<file path="config.mk">
export PLATFORM = sky130hd
export DESIGN_NAME = nphc_front
export DESIGN_NICKNAME = d
export VERILOG_FILES = /design/src/hw/rtl/nphc_pkg.sv /design/src/hw/rtl/nphc_front.sv
export SDC_FILE = /design/constraint.sdc
export NUM_CORES = 1
export LEC_CHECK = 0
export BUFFER_PORTS_ARGS = -buffer_cell sky130_fd_sc_hd__buf_4
export CORE_MARGIN = 1
export CORE_UTILIZATION = 43
export CTS_BUF_LIST = sky130_fd_sc_hd__clkbuf_4
export DETAILED_ROUTE_END_ITERATION = 16
export GPL_TIMING_DRIVEN = 0
export PLACE_DENSITY = 0.68
export SYNTH_ARGS = -nofsm -noshare
export SYNTH_HDL_FRONTEND = slang
export SYNTH_SLANG_ARGS = --single-unit
</file>
<file path="constraint.sdc">
create_clock -name clk -period 2.5 [get_ports clk]
set_input_delay 0.5 -clock clk [delete_from_list [all_inputs] [get_ports clk]]
set_output_delay 0.5 -clock clk [all_outputs]
set_load 0.05 [all_outputs]
</file>
<file path="src/hw/rtl/nphc_pkg.sv">
// ----------------------------------------------------------------------------
// nphc_pkg
// Shared types and constants for the nearest point hit counter.
// ----------------------------------------------------------------------------
package nphc_pkg;

  localparam int MAX_REFS = 64;
  localparam int IDX_W    = $clog2(MAX_REFS);
  localparam int TOT_W    = IDX_W + 1;
  localparam int POS_W    = 32;
  localparam int CNT_W    = 32;

  typedef enum logic [1:0] {
    FN_LOAD     = 2'd0,
    FN_CLASSIFY = 2'd1,
    FN_READOUT  = 2'd2,
    FN_CLEAR    = 2'd3
  } func_t;

  typedef enum logic [1:0] {
    ST_OK    = 2'd0,
    ST_FULL  = 2'd1,
    ST_EMPTY = 2'd2,
    ST_DUP   = 2'd3
  } status_t;

  typedef enum logic [2:0] {
    BK_IDLE,
    BK_CMP,
    BK_SEL,
    BK_EXEC,
    BK_READ
  } bk_state_t;

  typedef struct packed {
    func_t            func;
    logic [POS_W-1:0] pos;
  } cmd_t;

  typedef struct packed {
    logic [TOT_W-1:0]    total;
    logic [MAX_REFS-1:0] valid;
  } tbl_stat_t;

endpackage

</file>
<file path="src/hw/rtl/nphc_front.sv">
// ----------------------------------------------------------------------------
// nphc_front
// Input side: decodes the function code and queues commands (two entries).
// ----------------------------------------------------------------------------
module nphc_front (
  input  logic                       clk,
  input  logic                       rst,
  input  logic                       in_valid,
  output logic                       in_stall,
  input  logic [1:0]                 func,
  input  logic [nphc_pkg::POS_W-1:0] position,
  output logic                       cmd_valid,
  input  logic                       cmd_ready,
  output nphc_pkg::cmd_t             cmd
);
  import nphc_pkg::*;

  cmd_t       q [2];
  logic       wp;
  logic       rp;
  logic [1:0] fill;
  logic       push;
  logic       pop;

  assign in_stall  = (fill == 2'd2);
  assign cmd_valid = (fill != 2'd0);
  assign cmd       = q[rp];
  assign push      = in_valid && !in_stall;
  assign pop       = cmd_valid && cmd_ready;

  always_ff @(posedge clk) begin
    if (push) begin
      q[wp] <= '{func: func_t'(func), pos: position};
    end
  end

  always_ff @(posedge clk) begin
    if (rst) begin
      wp   <= 1'b0;
      rp   <= 1'b0;
      fill <= 2'd0;
    end else begin
      if (push) wp <= ~wp;
      if (pop) rp <= ~rp;
      fill <= fill + {1'b0, push} - {1'b0, pop};
    end
  end

endmodule

</file>
==> out/metrics.yaml <==
whs_ns: 0.289
grt_max_degree: 35
fin_skew_ns: 0.0101
io_pins: 74
gp_congestion: 0.658
place_hpwl_um: 3100
clock_latency_ns: 0.38
vdd_drop_max_uv: 553
viasPerCell: 4.78
syn_nets: 172
hold_path.class: "primary input to flip-flop"
cp-end-kind: "output port"
critPathSlowestCell: "mux2_2"
path_common_cell: "buf_2"
dr.pass1.iters: 4
async_flop_share_pct: 0
track_usage_pct: 14.5
fin_crit_sh_pct: 88.9
synth_cell_type_count: 19
avgSynthCellArea_sq_um: 20.3
synth_enable_flop_cells: 68
cp.arrival_ns: 1.72
grt_pass1_wl_um: 6820
final_nets: 257
wl_um: 4480
seq_area_frac_synth_pct: 80.0
cp_data_required_time_ns: 2.00
yosysWarnings: 0
route.detailed.drc: 0
relSlewSlack_pct: 43.7
clkTransAtPathRegs_ns: 0.11
setup_violations: 0
finalHoldViolCount: 0
yosys-top-cells-area: "edfxtp_1, mux2_2, dfxtp_1"
status: "completed"
cts_buffers: 9
syn_to_final_growth_pct: 28.7
synth_most_common_cell: "edfxtp_1"
power.leakage_nw: 1.33
grt_pass1_vias: 1501
nFillCells: 500
coreArea_sq_um: 5960
cts-resized-gates: 0
cts_sinks: 73
tightest_slew_ns: 0.844
rsz0062_at_grt: "no"
cpLargestDelayFamily: "buffers and inverters"
syn-cell-area_sq_um: 2680
crit_fanout: 10
crit_chain: "buf_2 > buf_2 > mux2_2 > buf_4"
cts_setup_buffers: 0
path_buf_inv: 3
cap_violations: 0
fin_ws_ns: 0.277
regArea_sq_um: 2140
diodes: 0
syn_inst: 132
initial_core_util_pct: 45.0
ant_nets: 0
netlist_top_cells_count: "edfxtp_1, mux2_2, dfxtp_1"
port_buffers: 73
num_vias: 1416
wl_per_cell_um: 15.1
die_w_um: 80.9
synth_top_cell_area_share_pct: 76.2
drv_slew: 0
overflow: 0
pre_cts_ws_ns: 0.329
cts-root-buf: "clkbuf_4"
ys_seq_elements: 73
power_density_nw_per_um2: 1040
rrSetupSlack_ns: 0.50
antenna_found_initial: 0
die_area_sq_um: 6550
cts_buffer_depth: 2
fin_crit_ns: 2.22
cts_tree: "built"
cp-start-kind: "flip-flop"
fin_setup_tns_ns: 0
max_freq_mhz: 450
hold_buffers: 0
fin_util_pct: 57.9
drt_iter0_drc: 81
die_h_um: 80.9
multi_input_comb_area_sq_um: 502
h-tree-depth: 3
worst-setup-path-type: "flip-flop to output port"
critical_path.max_stage_delay_ns: 0.37
rows: 28
yosys_most_used_dff: "edfxtp_1"
layout-drive-gt1-share_pct: 58.8
yosys.area.top_type: "edfxtp_1"
## final timing paths
check                             startpoint  endpoint  depth (start not counted)
worst min-delay path            position[15]  q[0][15]                          1
worst max-delay path               flip-flop   cmd[15]                          4
worst max register to register       fill[0]  q[0][27]                          5
worst min register to register            wp        wp                          2
## cell families after synthesis
group	synth area share, %
flip-flops	80.0
multiplexers	14.3
AND/OR/NAND/NOR	1.87
buffers and inverters	1.31
AO/OA/AOI/OAI	0.654
XOR/XNOR	0.981
adder cells (fa/ha/maj)	0.934
## worst reg2reg max path: cells and delay by family, from the launching register on
kind | cells | cell delay [ns]
buf+inv | 3 | 0.86
simple gates | 2 | 0.47
flops | 1 | 0.37
## per-stage QoR
step	total power, mW	std cells	instance area [sq um]
3_5_place_dp	3.08	281	3350
6_report	3.60	296	3450
4_1_cts	3.65	296	3450
3_3_place_gp	3.05	280	3320
5_1_grt	3.77	296	3450
2_1_floorplan	2.64	132	2680
## sequential cells by signal, indices dropped and copies added, names as in the netlist, named ones only
signal  cells
rp          1
fill        2
q          68
wp          1
## where the power goes
group | internal (mW) | switching [mW] | leakage [nW]
combinational | 0.516 | 0.956 | 0.591
sequential | 1.52 | 0.0433 | 0.677
clock | 0.201 | 0.367 | 0.0632
## cells in the final DEF (no fill, tap or decap), types with 2 or more instances in the layout
cell,n
buf_2,4
buf_4,73
clkbuf_4,10
clkinv_2,4
dfxtp_1,5
edfxtp_1,68
ha_1,2
inv_1,3
mux2_2,34
nor2_1,3
xnor2_1,2
## routing by layer
layer / up-vias / wire length, um / part of all wire [%] / global-route usage, %
li1: 675 / - / - / -
met1: 695 / 1810 / 40 / 17.2
met2: 39 / 2350 / 53 / 23.6
met3: 7 / 239 / 5.3 / 3.93
met4: 0 / 78 / 1.7 / 8.57
met5: - / 0 / 0 / 0
## layout make-up
type,instances,share of cell area (%)
inverters,4,0.436
plain buffers,4,0.581
multi-input cells,51,14.6
clock inverters,5,0.690
repair buffers,74,16.7
flip-flops and latches,73,62.1
clock buffers,10,2.18
well taps,75,2.72
Power figures use the tool's default switching activity.
